$ cat src/text_console_cursor_engine_top_macros.svh
// Assertion macros for the console cursor engine. Each expects clk and rst_n in scope.
`ifndef TEXT_CONSOLE_CURSOR_ENGINE_TOP_MACROS_SVH
`define TEXT_CONSOLE_CURSOR_ENGINE_TOP_MACROS_SVH

// cond must hold at every edge out of reset
`define TCCE_ASSERT_ALWAYS(lbl, cond) \
  lbl: assert property (@(posedge clk) disable iff (!rst_n) (cond)) \
    else $error("tcce: invariant violated");

// once trig is seen, cond must hold in the next cycle
`define TCCE_ASSERT_NEXT(lbl, trig, cond) \
  lbl: assert property (@(posedge clk) disable iff (!rst_n) (trig) |=> (cond)) \
    else $error("tcce: next-cycle check failed");

`endif

$ cat src/tcce_pkg.sv
`timescale 1ns / 1ps
package tcce_pkg;

  localparam int COL_W = 7;
  localparam int ROW_W = 5;
  localparam int CLR_W = 4;
  localparam int CHR_W = 8;
  localparam int IDX_W = 2;

  localparam logic [IDX_W-1:0] REG_BACKGROUND = 2'd0;
  localparam logic [IDX_W-1:0] REG_FG_PRESET  = 2'd1;

  localparam logic [CLR_W-1:0] FG_RESET = 4'd7;

  localparam logic [CHR_W-1:0] CH_NUL = 8'h00;
  localparam logic [CHR_W-1:0] CH_TAB = 8'h09;
  localparam logic [CHR_W-1:0] CH_LF  = 8'h0A;
  localparam logic [CHR_W-1:0] CH_CR  = 8'h0D;
  localparam logic [CHR_W-1:0] CH_ESC = 8'h26;

  typedef logic [2:0] op_t;
  localparam op_t OP_NOP   = 3'd0;
  localparam op_t OP_CELL  = 3'd1;
  localparam op_t OP_LF    = 3'd2;
  localparam op_t OP_TAB   = 3'd3;
  localparam op_t OP_CR    = 3'd4;
  localparam op_t OP_ESC   = 3'd5;
  localparam op_t OP_COLOR = 3'd6;

  typedef struct packed {
    op_t              op;
    logic [CHR_W-1:0] glyph;
    logic [CLR_W-1:0] color;
    logic             show_cursor;
  } entry_t;

  typedef struct packed {
    logic             cell_write;
    logic [COL_W-1:0] cell_column;
    logic [ROW_W-1:0] cell_row;
    logic [CHR_W-1:0] cell_glyph;
    logic [CLR_W-1:0] cell_foreground;
    logic [CLR_W-1:0] cell_background;
    logic             serial_valid;
    logic [CHR_W-1:0] serial_byte;
    logic             scroll_up;
    logic             cursor_update;
    logic [COL_W-1:0] cursor_column;
    logic [ROW_W-1:0] cursor_row;
  } result_t;

  function automatic logic [CLR_W-1:0] hex_value(input logic [CHR_W-1:0] ch);
    logic [CHR_W-1:0] d;
    begin
      d = '0;
      if (ch >= 8'h30 && ch <= 8'h39) begin
        d = ch - 8'h30;
      end else if (ch >= 8'h61 && ch <= 8'h66) begin
        d = ch - 8'h57;
      end else if (ch >= 8'h41 && ch <= 8'h46) begin
        d = ch - 8'h37;
      end
      return d[CLR_W-1:0];
    end
  endfunction

endpackage

$ cat src/tcce_front.sv
`timescale 1ns / 1ps
module tcce_front import tcce_pkg::*; (
  input  logic             clk,
  input  logic             rst_n,
  input  logic             push,
  input  logic             action,
  input  logic [CHR_W-1:0] character,
  input  logic             last_of_message,
  output entry_t           entry
);

  logic esc_r;
  logic esc_nxt;

  // classify the character against the pending escape
  always_comb begin
    entry.glyph       = character;
    entry.color       = '0;
    entry.show_cursor = last_of_message;
    entry.op          = OP_NOP;
    esc_nxt           = esc_r;
    if (action) begin
      entry.op          = OP_CELL;
      entry.show_cursor = 1'b1;
    end else begin
      if (character != CH_NUL) begin
        if (esc_r) begin
          esc_nxt = 1'b0;
          if (character == CH_ESC) begin
            entry.op = OP_CELL;
          end else begin
            entry.op    = OP_COLOR;
            entry.color = hex_value(character);
          end
        end else if (character == CH_ESC) begin
          entry.op = OP_ESC;
          esc_nxt  = 1'b1;
        end else begin
          priority if (character == CH_LF) begin
            entry.op = OP_LF;
          end else if (character == CH_TAB) begin
            entry.op = OP_TAB;
          end else if (character == CH_CR) begin
            entry.op = OP_CR;
          end else begin
            entry.op = OP_CELL;
          end
        end
      end
      // drop the escape at message end
      if (last_of_message) begin
        esc_nxt = 1'b0;
      end
    end
  end

  always_ff @(posedge clk) begin
    if (!rst_n) begin
      esc_r <= 1'b0;
    end else if (push) begin
      esc_r <= esc_nxt;
    end
  end

endmodule

$ cat src/tcce_queue.sv
`timescale 1ns / 1ps
module tcce_queue import tcce_pkg::*; (
  input  logic   clk,
  input  logic   rst_n,
  input  logic   push,
  input  entry_t push_entry,
  output logic   full,
  input  logic   pop,
  output logic   not_empty,
  output entry_t pop_entry
);

  entry_t     slot_r [2];
  logic       wr_ptr_r;
  logic       rd_ptr_r;
  logic [1:0] count_r;

  assign full      = (count_r == 2'd2);
  assign not_empty = (count_r != 2'd0);
  assign pop_entry = slot_r[rd_ptr_r];

  always_ff @(posedge clk) begin
    if (push) begin
      slot_r[wr_ptr_r] <= push_entry;
    end
  end

  always_ff @(posedge clk) begin
    if (!rst_n) begin
      wr_ptr_r <= 1'b0;
      rd_ptr_r <= 1'b0;
      count_r  <= 2'd0;
    end else begin
      if (push) begin
        wr_ptr_r <= ~wr_ptr_r;
      end
      if (pop) begin
        rd_ptr_r <= ~rd_ptr_r;
      end
      unique case ({push, pop})
        2'b10:   count_r <= count_r + 2'd1;
        2'b01:   count_r <= count_r - 2'd1;
        default: count_r <= count_r;
      endcase
    end
  end

endmodule

$ cat src/tcce_back.sv
`timescale 1ns / 1ps
module tcce_back import tcce_pkg::*; #(
  parameter int SCREEN_COLUMNS = 80,
  parameter int SCREEN_ROWS    = 25,
  parameter int TAB_STOP       = 8
) (
  input  logic             clk,
  input  logic             rst_n,
  input  logic             cfg_we,
  input  logic [IDX_W-1:0] cfg_index,
  input  logic [CLR_W-1:0] cfg_wdata,
  input  logic             q_not_empty,
  input  entry_t           q_entry,
  output logic             q_pop,
  output logic             out_valid,
  input  logic             out_ready,
  output result_t          result
);

  localparam int PH_W = (TAB_STOP > 2) ? $clog2(TAB_STOP) : 1;
  localparam logic [COL_W:0]   COLS_X  = (COL_W+1)'(SCREEN_COLUMNS);
  localparam logic [ROW_W:0]   ROWS_X  = (ROW_W+1)'(SCREEN_ROWS);
  localparam logic [ROW_W-1:0] ROW_MAX = ROW_W'(SCREEN_ROWS - 1);
  localparam logic [COL_W:0]   TAB_X   = (COL_W+1)'(TAB_STOP);
  localparam logic [PH_W-1:0]  PH_MAX  = PH_W'(TAB_STOP - 1);

  logic [COL_W-1:0] col_r, col_nxt;
  logic [ROW_W-1:0] row_r, row_nxt;
  logic [PH_W-1:0]  phase_r, phase_nxt;
  logic [CLR_W-1:0] fg_r, fg_nxt;
  logic [CLR_W-1:0] bg_r;
  logic             out_valid_r;
  result_t          result_r, result_nxt;

  logic [COL_W:0]   c_step;
  logic [ROW_W-1:0] r_step;
  logic [ROW_W-1:0] r_wrap;
  logic             do_cell;
  logic             do_echo;
  logic             scroll;

  assign q_pop     = q_not_empty && (!out_valid_r || out_ready);
  assign out_valid = out_valid_r;
  assign result    = result_r;

  // cursor move for this entry, before wrap and scroll
  always_comb begin
    c_step  = {1'b0, col_r};
    r_step  = row_r;
    fg_nxt  = fg_r;
    do_cell = 1'b0;
    do_echo = 1'b0;
    unique case (q_entry.op)
      OP_CELL: begin
        c_step  = {1'b0, col_r} + 1'b1;
        do_cell = 1'b1;
        do_echo = 1'b1;
      end
      OP_LF: begin
        c_step  = '0;
        r_step  = row_r + 1'b1;
        do_echo = 1'b1;
      end
      OP_TAB: begin
        c_step  = {1'b0, col_r} + TAB_X - (COL_W+1)'(phase_r);
        do_echo = 1'b1;
      end
      OP_CR: begin
        c_step  = '0;
        do_echo = 1'b1;
      end
      OP_COLOR: begin
        fg_nxt = q_entry.color;
      end
      default: begin
      end
    endcase
  end

  // wrap at the row end, then scroll at the bottom
  always_comb begin
    col_nxt = c_step[COL_W-1:0];
    r_wrap  = r_step;
    scroll  = 1'b0;
    if (c_step >= COLS_X) begin
      col_nxt = '0;
      r_wrap  = r_step + 1'b1;
    end
    row_nxt = r_wrap;
    if ({1'b0, r_wrap} >= ROWS_X) begin
      col_nxt = '0;
      row_nxt = ROW_MAX;
      scroll  = 1'b1;
    end
    // a tab always lands on a stop, so its phase restarts as well
    if (col_nxt == '0 || q_entry.op == OP_TAB) begin
      phase_nxt = '0;
    end else if (q_entry.op == OP_CELL) begin
      phase_nxt = (phase_r == PH_MAX) ? '0 : phase_r + 1'b1;
    end else begin
      phase_nxt = phase_r;
    end
  end

  always_comb begin
    result_nxt                 = '0;
    result_nxt.scroll_up       = scroll;
    if (do_cell) begin
      result_nxt.cell_write      = 1'b1;
      result_nxt.cell_column     = col_r;
      result_nxt.cell_row        = row_r;
      result_nxt.cell_glyph      = q_entry.glyph;
      result_nxt.cell_foreground = fg_r;
      result_nxt.cell_background = bg_r;
    end
    if (do_echo) begin
      result_nxt.serial_valid = 1'b1;
      result_nxt.serial_byte  = q_entry.glyph;
    end
    if (q_entry.show_cursor) begin
      result_nxt.cursor_update = 1'b1;
      result_nxt.cursor_column = col_nxt;
      result_nxt.cursor_row    = row_nxt;
    end
  end

  always_ff @(posedge clk) begin
    if (q_pop) begin
      result_r <= result_nxt;
    end
  end

  always_ff @(posedge clk) begin
    if (!rst_n) begin
      col_r       <= '0;
      row_r       <= '0;
      phase_r     <= '0;
      fg_r        <= FG_RESET;
      bg_r        <= '0;
      out_valid_r <= 1'b0;
    end else begin
      if (q_pop) begin
        col_r       <= col_nxt;
        row_r       <= row_nxt;
        phase_r     <= phase_nxt;
        fg_r        <= fg_nxt;
        out_valid_r <= 1'b1;
      end else if (out_ready) begin
        out_valid_r <= 1'b0;
      end
      if (cfg_we && cfg_index == REG_BACKGROUND) begin
        bg_r <= cfg_wdata;
      end
      if (cfg_we && cfg_index == REG_FG_PRESET) begin
        fg_r <= cfg_wdata;
      end
    end
  end

`include "text_console_cursor_engine_top_macros.svh"

  `TCCE_ASSERT_ALWAYS(a_cursor_on_screen,
    ({1'b0, col_r} < COLS_X) && ({1'b0, row_r} < ROWS_X))
  `TCCE_ASSERT_ALWAYS(a_cell_echoed,
    !(out_valid_r && result_r.cell_write) ||
    (result_r.serial_valid && result_r.serial_byte == result_r.cell_glyph))
  `TCCE_ASSERT_NEXT(a_scroll_home, q_pop && scroll,
    col_r == '0 && row_r == ROW_MAX && phase_r == '0)

endmodule

$ cat src/text_console_cursor_engine_top.sv
`timescale 1ns / 1ps
// Text console cursor engine: turns a stream of character requests into
// screen cell writes, serial echo bytes, scroll requests and cursor moves.
// Input channel (in_*): one character per request, with in_action picking
//   interpreted (0) or raw (1) handling and in_last_of_message closing an
//   interpreted message. Every request yields exactly one result.
// Result channel (out_*): one result per request, in request order.
// Configuration (cfg_*): index 0 sets the background, index 1 loads the
//   foreground; write only while no request is in flight.
// A request is written into the queue, then its result into the output register.
// Throughput: one request per cycle while the receiver takes results; a
//   two-entry queue sits between classifier and back end.
// When the receiver stalls, the output register holds its result, the queue
//   fills, and in_ready drops once both queue entries are taken.
// Reset: cursor at column 0, row 0, foreground 7, background 0, no escape
//   pending, queue and output empty.
module text_console_cursor_engine_top import tcce_pkg::*; #(
  parameter int SCREEN_COLUMNS = 80,
  parameter int SCREEN_ROWS    = 25,
  parameter int TAB_STOP       = 8
) (
  input  logic             clk,
  input  logic             rst_n,
  input  logic             cfg_we,
  input  logic [IDX_W-1:0] cfg_index,
  input  logic [CLR_W-1:0] cfg_wdata,
  input  logic             in_valid,
  output logic             in_ready,
  input  logic             in_action,
  input  logic [CHR_W-1:0] in_character,
  input  logic             in_last_of_message,
  output logic             out_valid,
  input  logic             out_ready,
  output logic             out_cell_write,
  output logic [COL_W-1:0] out_cell_column,
  output logic [ROW_W-1:0] out_cell_row,
  output logic [CHR_W-1:0] out_cell_glyph,
  output logic [CLR_W-1:0] out_cell_foreground,
  output logic [CLR_W-1:0] out_cell_background,
  output logic             out_serial_valid,
  output logic [CHR_W-1:0] out_serial_byte,
  output logic             out_scroll_up,
  output logic             out_cursor_update,
  output logic [COL_W-1:0] out_cursor_column,
  output logic [ROW_W-1:0] out_cursor_row
);

  logic    q_full;
  logic    q_not_empty;
  logic    q_pop;
  logic    push;
  entry_t  push_entry;
  entry_t  pop_entry;
  result_t res;

  // accept whenever the queue has room; never looks at out_ready
  assign in_ready = !q_full;
  assign push     = in_valid && !q_full;

  // classify the character and track the pending escape
  tcce_front u_front (
    .clk             (clk),
    .rst_n           (rst_n),
    .push            (push),
    .action          (in_action),
    .character       (in_character),
    .last_of_message (in_last_of_message),
    .entry           (push_entry)
  );

  // decouple the classifier from the cursor back end
  tcce_queue u_queue (
    .clk        (clk),
    .rst_n      (rst_n),
    .push       (push),
    .push_entry (push_entry),
    .full       (q_full),
    .pop        (q_pop),
    .not_empty  (q_not_empty),
    .pop_entry  (pop_entry)
  );

  // advance the cursor, build the result and hold it until taken
  tcce_back #(
    .SCREEN_COLUMNS (SCREEN_COLUMNS),
    .SCREEN_ROWS    (SCREEN_ROWS),
    .TAB_STOP       (TAB_STOP)
  ) u_back (
    .clk         (clk),
    .rst_n       (rst_n),
    .cfg_we      (cfg_we),
    .cfg_index   (cfg_index),
    .cfg_wdata   (cfg_wdata),
    .q_not_empty (q_not_empty),
    .q_entry     (pop_entry),
    .q_pop       (q_pop),
    .out_valid   (out_valid),
    .out_ready   (out_ready),
    .result      (res)
  );

  assign out_cell_write      = res.cell_write;
  assign out_cell_column     = res.cell_column;
  assign out_cell_row        = res.cell_row;
  assign out_cell_glyph      = res.cell_glyph;
  assign out_cell_foreground = res.cell_foreground;
  assign out_cell_background = res.cell_background;
  assign out_serial_valid    = res.serial_valid;
  assign out_serial_byte     = res.serial_byte;
  assign out_scroll_up       = res.scroll_up;
  assign out_cursor_update   = res.cursor_update;
  assign out_cursor_column   = res.cursor_column;
  assign out_cursor_row      = res.cursor_row;

endmodule

$ cat config.mk
export PLATFORM = sky130hd
export DESIGN_NAME = text_console_cursor_engine_top
export DESIGN_NICKNAME = d
export VERILOG_FILES = /design/src/tcce_pkg.sv /design/src/tcce_front.sv /design/src/tcce_queue.sv /design/src/tcce_back.sv /design/src/text_console_cursor_engine_top.sv
export VERILOG_INCLUDE_DIRS = /design/src /design/src/src
export SDC_FILE = /design/constraint.sdc
export NUM_CORES = 1
export LEC_CHECK = 0
export BUFFER_PORTS_ARGS = -buffer_cell sky130_fd_sc_hd__buf_4
export CAP_MARGIN = 0
export CORE_ASPECT_RATIO = 0.7
export CORE_MARGIN = 3
export CORE_UTILIZATION = 50
export CTS_BUF_LIST = sky130_fd_sc_hd__clkbuf_8
export DETAILED_ROUTE_END_ITERATION = 16
export PLACE_DENSITY = 0.79
export SLEW_MARGIN = 20
export SYNTH_ARGS = -nofsm -noshare
export SYNTH_HDL_FRONTEND = slang
export SYNTH_HIERARCHICAL = 1
export SYNTH_SLANG_ARGS = --single-unit
$ cat constraint.sdc
create_clock -name clk -period 3.97 [get_ports clk]
set_input_delay 0.5955 -clock clk [delete_from_list [all_inputs] [get_ports clk]]
set_output_delay 0.5955 -clock clk [all_outputs]
set_load 0.05 [all_outputs]
After elaboration in Yosys (flattened, before gate mapping)
Memory sizes are Yosys's and may differ from the RTL's. A register that Yosys moved wholly into a read port is not among the register bits.
Index checks and enable logic that the tools add are counted.
- add/subtract/negate cells: 11
- multiply operators: 0
- divide/modulo/power cells: 0
- magnitude comparators: 8
- equality and inequality tests: 14
- shift-type cells: 0
- muxes and demuxes: 45
- bitwise logic cells: 3
- reductions and logical operators: 26
- operator list (cell ; number):
    $mux 4 ; 10
    $mux 3 ; 11
    $mux 29 ; 1
    $eq 8x4->1 const B ; 3
    $ge 8x7->1 const B ; 3
    $pmux 8 s3 ; 1
    $le 8x7->1 const B ; 2
    $mux 5 ; 3
    $mux 1 ; 14
    $mux 7 ; 2
    $reduce_bool 2->1 ; 7
    $mux 13 ; 1
    $add 5x1->5 const B ; 2
    $eq 3x3->1 const B ; 3
    $mux 9 ; 1
    $add 7x1->8 const B ; 1
    $add 7x4->8 const B ; 1
    $eq 8x6->1 const B ; 1
    $ge 8x6->1 const B ; 1
    $le 8x6->1 const B ; 1
    $reduce_bool 8->1 ; 1
    $sub 4x3->4 const B ; 2
    $sub 8x3->8 ; 1
    $logic_and 1x1->1 ; 7
    19 further kinds ; 27
- bits in registers: 81
- bits in latches: 0
- bits in writable memories: 32
- ROM bits: 0
- input port bits: 21
- logic and storage cells: 130
- memories kept: 1
- memories (memory ; depth ; width ; read ports ; clocked after Yosys merged registers in ; wr ports ; line ; text):
    u_queue.slot_r ; 2 ; 16 ; 1 ; 1 ; 1 ; tcce_queue.sv:13 ; entry_t slot_r [2];

Logic depth before layout (Yosys ltp)
- depth after elaboration: 11
- depth in mapped cells: 15

By module
The synthesis kept the hierarchy.
- modules (own cells, without submodules) (module ; instances ; cells each ; area each (µm²) ; sequential area each (µm²)):
    tcce_back ; 1 ; 365 ; 4005.1 ; 2042.0
    tcce_queue ; 1 ; 72 ; 1370.1 ; 1061.0
    tcce_front ; 1 ; 61 ; 447.9 ; 20.0
    text_console_cursor_engine_top ; 1 ; 2 ; 10.0 ; 0.0

Worst setup path before layout
OpenSTA, ideal clock, no wires.
- kind: reg2reg
- from: register u_back.out_valid_r (netlist: u_back/out_valid)
- to: register u_queue.count_r[1]
- arrival: 3.292 ns
- required time: 3.900 ns
- setup slack: 0.608 ns
- cell stages (with the launch flop): 7
- period minus slack after synthesis: 3.362 ns
- cells stage by stage: dfxtp_1 -> nand2b_1 -> nand2_1 -> clkinv_1 -> ha_1 -> or3_1 -> a21boi_1
- word-level cells in the longest chain between the ends: 5
- elaborated cells between the ends (all ways): 7
- RTL lines (element ; line ; text):
    start, declared ; tcce_back.sv:32 ; logic out_valid_r;
    start signal, assigned ; tcce_back.sv:140 ; out_valid_r <= 1'b0;
    start signal, assigned ; tcce_back.sv:147 ; out_valid_r <= 1'b1;
    start signal, assigned ; tcce_back.sv:149 ; out_valid_r <= 1'b0;
    $logic_not 1->1 * ; tcce_back.sv:42 ; assign q_pop = q_not_empty && (!out_valid_r || out_ready);
    $logic_or 1x1->1 * ; tcce_back.sv:42 ;
    $logic_and 1x1->1 * ; tcce_back.sv:42 ;
    named net q_pop ; text_console_cursor_engine_top.sv:50 ; logic q_pop;
    $eq 2x1->1 or $eq 2x2->1 (tied branches) ; tcce_queue.sv:40 ; unique case ({push, pop})
    $pmux 2 s2 or $reduce_bool 2->1 (tied branches) ; - ;
    end signal, assigned ; tcce_queue.sv:41 ; 2'b10: count_r <= count_r + 2'd1;
    end signal, assigned ; tcce_queue.sv:42 ; 2'b01: count_r <= count_r - 2'd1;
    end signal, assigned ; tcce_queue.sv:43 ; default: count_r <= count_r;
    end, declared ; tcce_queue.sv:16 ; logic [1:0] count_r;
The timed path passes the listed nets; every way through them passes the cells marked *.
A chain may end at the register's enable or synchronous reset.

Worst setup path after layout
- from: register u_back.col_r[2]
- to: register u_back.result_r, in the netlist u_back/result[0] (data pin)
- word-level cells in the longest chain between the ends: 7
- elaborated cells between the ends (all ways): 8
- RTL lines (element ; line ; text):
    start, declared ; tcce_back.sv:27 ; logic [COL_W-1:0] col_r, col_nxt;
    start signal, assigned ; tcce_back.sv:143 ; col_r <= col_nxt;
    $add 7x4->8 ; tcce_back.sv:65 ; c_step = {1'b0, col_r} + TAB_X - (COL_W+1)'(phase_r);
    $sub 8x3->8 ; tcce_back.sv:65 ;
    $pmux 8 s3 * ; tcce_back.sv:53 ; unique case (q_entry.op)
    $ge 8x7->1 * ; tcce_back.sv:85 ; if (c_step >= COLS_X) begin
    $mux 5 * ; tcce_back.sv:85 ;
    $ge 5x5->1 ; tcce_back.sv:90 ; if ({1'b0, r_wrap} >= ROWS_X) begin
    $mux 5 * ; tcce_back.sv:90 ;
    end signal, assigned ; tcce_back.sv:129 ; result_r <= result_nxt;
    end, declared ; tcce_back.sv:33 ; result_t result_r, result_nxt;
Mark *: on every way between the ends. The rest lies on a longest branch, timed or not.

==> key figures <==
Worst setup path
  – Endpoint class of the critical path: register
  – FF-to-FF path depth: 10
  – Critical path class: reg -> reg
  – Worst reg2reg path endpoint: u_back/result[0]
  – Crit path launch type: register
  – R2r startpoint: u_back/col_r[2]
  – Highest net fanout along the worst path: 10
  – CP Data Arrival Time: 3.75 ns
  – Slack of the worst reg-to-reg path: 0.49 ns
  – Crit path required time: 4.24 ns

Worst hold path
  – Worst hold-check path type: in -> reg
  – Number of cells traversed by the worst hold path: 1
  – Worst hold path endpoint: u_queue/slot_r[1][9]
  – Hold Path Origin: in_character[4]

Yosys
  – Post-Syn Area per Cell: 11.7 sq um
  – Cell variety after synth: 81
  – Fraction of registers with async set or reset after synthesis: 0%
  – Yosys warnings: 6
  – Predominant post-synthesis flop cell: edfxtp_1
  – Library cell with the largest summed area after synthesis: edfxtp_1
  – Sequential-to-total area share from yosys stat: 53.5%
  – Flop and latch count out of synthesis: 114
  – Biggest area contributors in the synthesized netlist: edfxtp_1, dfxtp_1, and2_1, ha_1, mux2_2
  – Syn_nets: 543
  – Share of Yosys cell area claimed by the top area cell type: 43.2%
  – Post-synthesis instance area: 0.00583 sq mm
  – Count of mapped cells out of synthesis: 500
  – Count of flip-flops with a built-in enable after synthesis: 84

Route
  – Via count: 4109
  – Antenna-violating nets left: 0
  – Residual DRC: 0
  – Routed length per placed instance: 16.6 um
  – Number of vias per cell: 5.55
  – Iteration-0 DRC Markers: 293
  – Number of optimization iterations in the first detailed-route pass: 7
  – Total wirelength of the detailed-routed design: 12300 um

CTS
  – Number of cells upsized or downsized after cts: 0
  – H-tree levels: 4
  – Clock sink total: 114
  – Post-CTS setup repair buffer count: 0
  – Clock-pin slew on the worst setup and hold paths: 0.08 ns
  – Source-to-sink clock delay at the later pin of the worst-skew pair: 0.43 ns
  – Hold buffer count at cts: 0
  – Number of buffers created by CTS: 17
  – Buffers from clock root to sink, at most: 2
  – Clock tree from TritonCTS: built
  – Root Driver: clkbuf_8

STA
  – Final setup vio count: 0
  – Actual transition at the worst max-transition pin: 0.801 ns
  – Fin. max-slew vios: 0
  – Total negative slack for setup checks: 0 ns
  – RSZ-0062 raised after global routing: no
  – Layout Skew: 0.0100 ns
  – Relative slew slack: 46.5%
  – Final hold violation count: 0
  – Shortest clock period the worst path allows after layout: 3.48 ns
  – Final worst-path cycle share: 87.7%
  – Highest Clock Rate: 287 MHz

GRT
  – Vias in the first global route: 4073
  – Maximum number of pins on one net before global-route repair: 36
  – First-pass GRT wire length: 19800 um
  – Global-route congestion overflow total: 0
  – Initial antenna violation count: 0
  – Tot GR Track Use: 19.5%

Die
  – Num rows: 32
  – Area of the core: 0.0112 sq mm
  – Width of the die: 135 um
  – Number of top-level pins: 75
  – Effective utilization at floorplan: 52.0%
  – DIE AREA: 0.0130 sq mm
  – Die height: 96.4 um

Placed design
  – Count of port buffers added during placement: 74
  – HPWL after DPL: 8610 um
  – Final GP Congestion: 0.935

Power
  – Peak supply drop: 350 uV
  – Power density cells: 768 mW/mm^2
  – Internal Power: 2.99 mW
  – Sequential share of power: 35.2%
  – Switching power as a share of total power: 43.4%
  – Combinational share of power: 44.7%
  – Switch Pwr: 2.29 mW
  – Leakage power total: 2.66 nW
  – Portion of total power attributed to the clock network: 20.1%

Final layout
  – Ant. Diodes: 0
  – Fraction of the core area covered by cells at the end of the flow: 61.3%
  – Ratio of cells with drive above 1 in the final layout: 27.1%
  – Number of nets in the finished design: 617
  – Layout overhead on the synthesized area: 17.8%

Status
  – Result of the run: finished, final reports clean

Job
  – Max-cap violations: 0
Yosys cell counts (10+ instances only):
master,n
o21ai_0,13
a21oi_1,12
mux2_2,19
nor3_1,13
nor2_1,27
ha_1,21
mux2i_1,10
inv_1,21
buf_4,11
nor2b_1,13
xnor2_1,10
and2_1,48
nand2_1,30
edfxtp_1,84
dfxtp_1,30
cells by family (layout without fill, tap and decap cells):
| family | count (synthesis) | in the layout | synth area share [%] |
|---|---|---|---|
| multiplexers | 31 | 31 | 5.83 |
| buffers and inverters | 49 | 136 | 4.14 |
| XOR/XNOR | 17 | 17 | 2.87 |
| AO/OA/AOI/OAI | 81 | 81 | 10.3 |
| adder cells (fa/ha/maj) | 22 | 22 | 4.85 |
| AND/OR/NAND/NOR | 186 | 186 | 18.5 |
| flip-flops | 114 | 114 | 53.5 |
per-layer routing:
metal	track usage (%)	wire length, um
met5	0	0
met4	7.63	201
met3	5.28	786
met2	31.4	5750
met1	25.3	5530
critical path, stage by stage (launching register included):
cell and delay (ns):
dfxtp_1 0.51, ha_1 0.32, ha_1 0.31, a211oi_1 0.31, o21ai_0 0.18, a21o_1 0.19
a32oi_1 0.49, a21boi_4 0.20, nor2_4 0.27, mux2_4 0.37, nor3_1 0.18
worst max path at each step:
stage | from | to | slack, ns
floorplan | out_ready | u_queue/count_r[1] | 0.61
global placement | u_back/col_r[2] | u_back/result[1] | 0.72
detailed placement | u_back/col_r[2] | u_back/result[1] | 0.55
CTS | u_back/col_r[2] | u_back/result[0] | 0.53
global route | u_back/col_r[2] | u_back/col_r[1] | 0.27
finish | u_back/col_r[2] | u_back/result[0] | 0.49
registers in the layout (all words and copies together) (netlist names), named ones only:
name	count
u_queue/slot_r	32
u_back/phase_r	3
u_queue/rd_ptr_r	1
u_front/esc_r	1
u_back/bg_r	4
u_back/col_r	7
u_back/row_r	5
u_queue/count_r	2
u_back/out_valid	1
u_back/result	52
u_back/fg_r	4
u_queue/wr_ptr_r	1
cell usage in the layout, fill, tap and decap left out, types with 4 or more instances in the layout:
cell type / instances
nor3_1: 13
mux2i_1: 10
dfxtp_1: 30
ha_1: 21
and2_1: 48
clkbuf_8: 17
nor2b_1: 13
inv_1: 21
a22oi_1: 5
clkinv_4: 5
nand3_1: 9
nand2b_1: 5
nand2_1: 30
o22ai_1: 6
xnor2_1: 10
nor2_1: 27
a21oi_1: 12
edfxtp_1: 84
clkinvlp_4: 4
and3_1: 5
nor3b_1: 4
xor2_1: 6
a31oi_1: 5
o21ai_0: 13
buf_4: 81
mux2_2: 19
o21ai_1: 4
nand4_1: 4
area by class of cell:
type,count,area [sq um]
well taps,153,191
repair buffers,81,608
inverters,23,86.3
multi-input cells,337,2470
clock buffers,17,234
fillers,892,4340
flip-flops and latches,114,3120
clock inverters,15,160
metrics by stage:
step / std cells / hold WS (ns) / setup slack [ns] / total power, mW / cell area, sq um
floorplan: 500 / 0.436 / 0.608 / 3.58 / 5830
global placement: 708 / 0.452 / 0.719 / 4.19 / 6480
detailed placement: 708 / 0.463 / 0.547 / 4.24 / 6480
CTS: 740 / 0.358 / 0.528 / 5.31 / 6870
global route: 740 / 0.357 / 0.271 / 5.54 / 6870
finish: 740 / 0.379 / 0.490 / 5.28 / 6870
power groups by stage:
stage          clock (mW)  sequential, mW  combinational (mW)
2_1_floorplan           0            2.75               0.832
3_3_place_gp            0            1.87                2.32
3_5_place_dp            0            1.89                2.36
4_1_cts              1.08            1.86                2.37
5_1_grt              1.13            1.90                2.51
6_report             1.06            1.86                2.36
No activity file was read; power rests on OpenSTA's default activity.
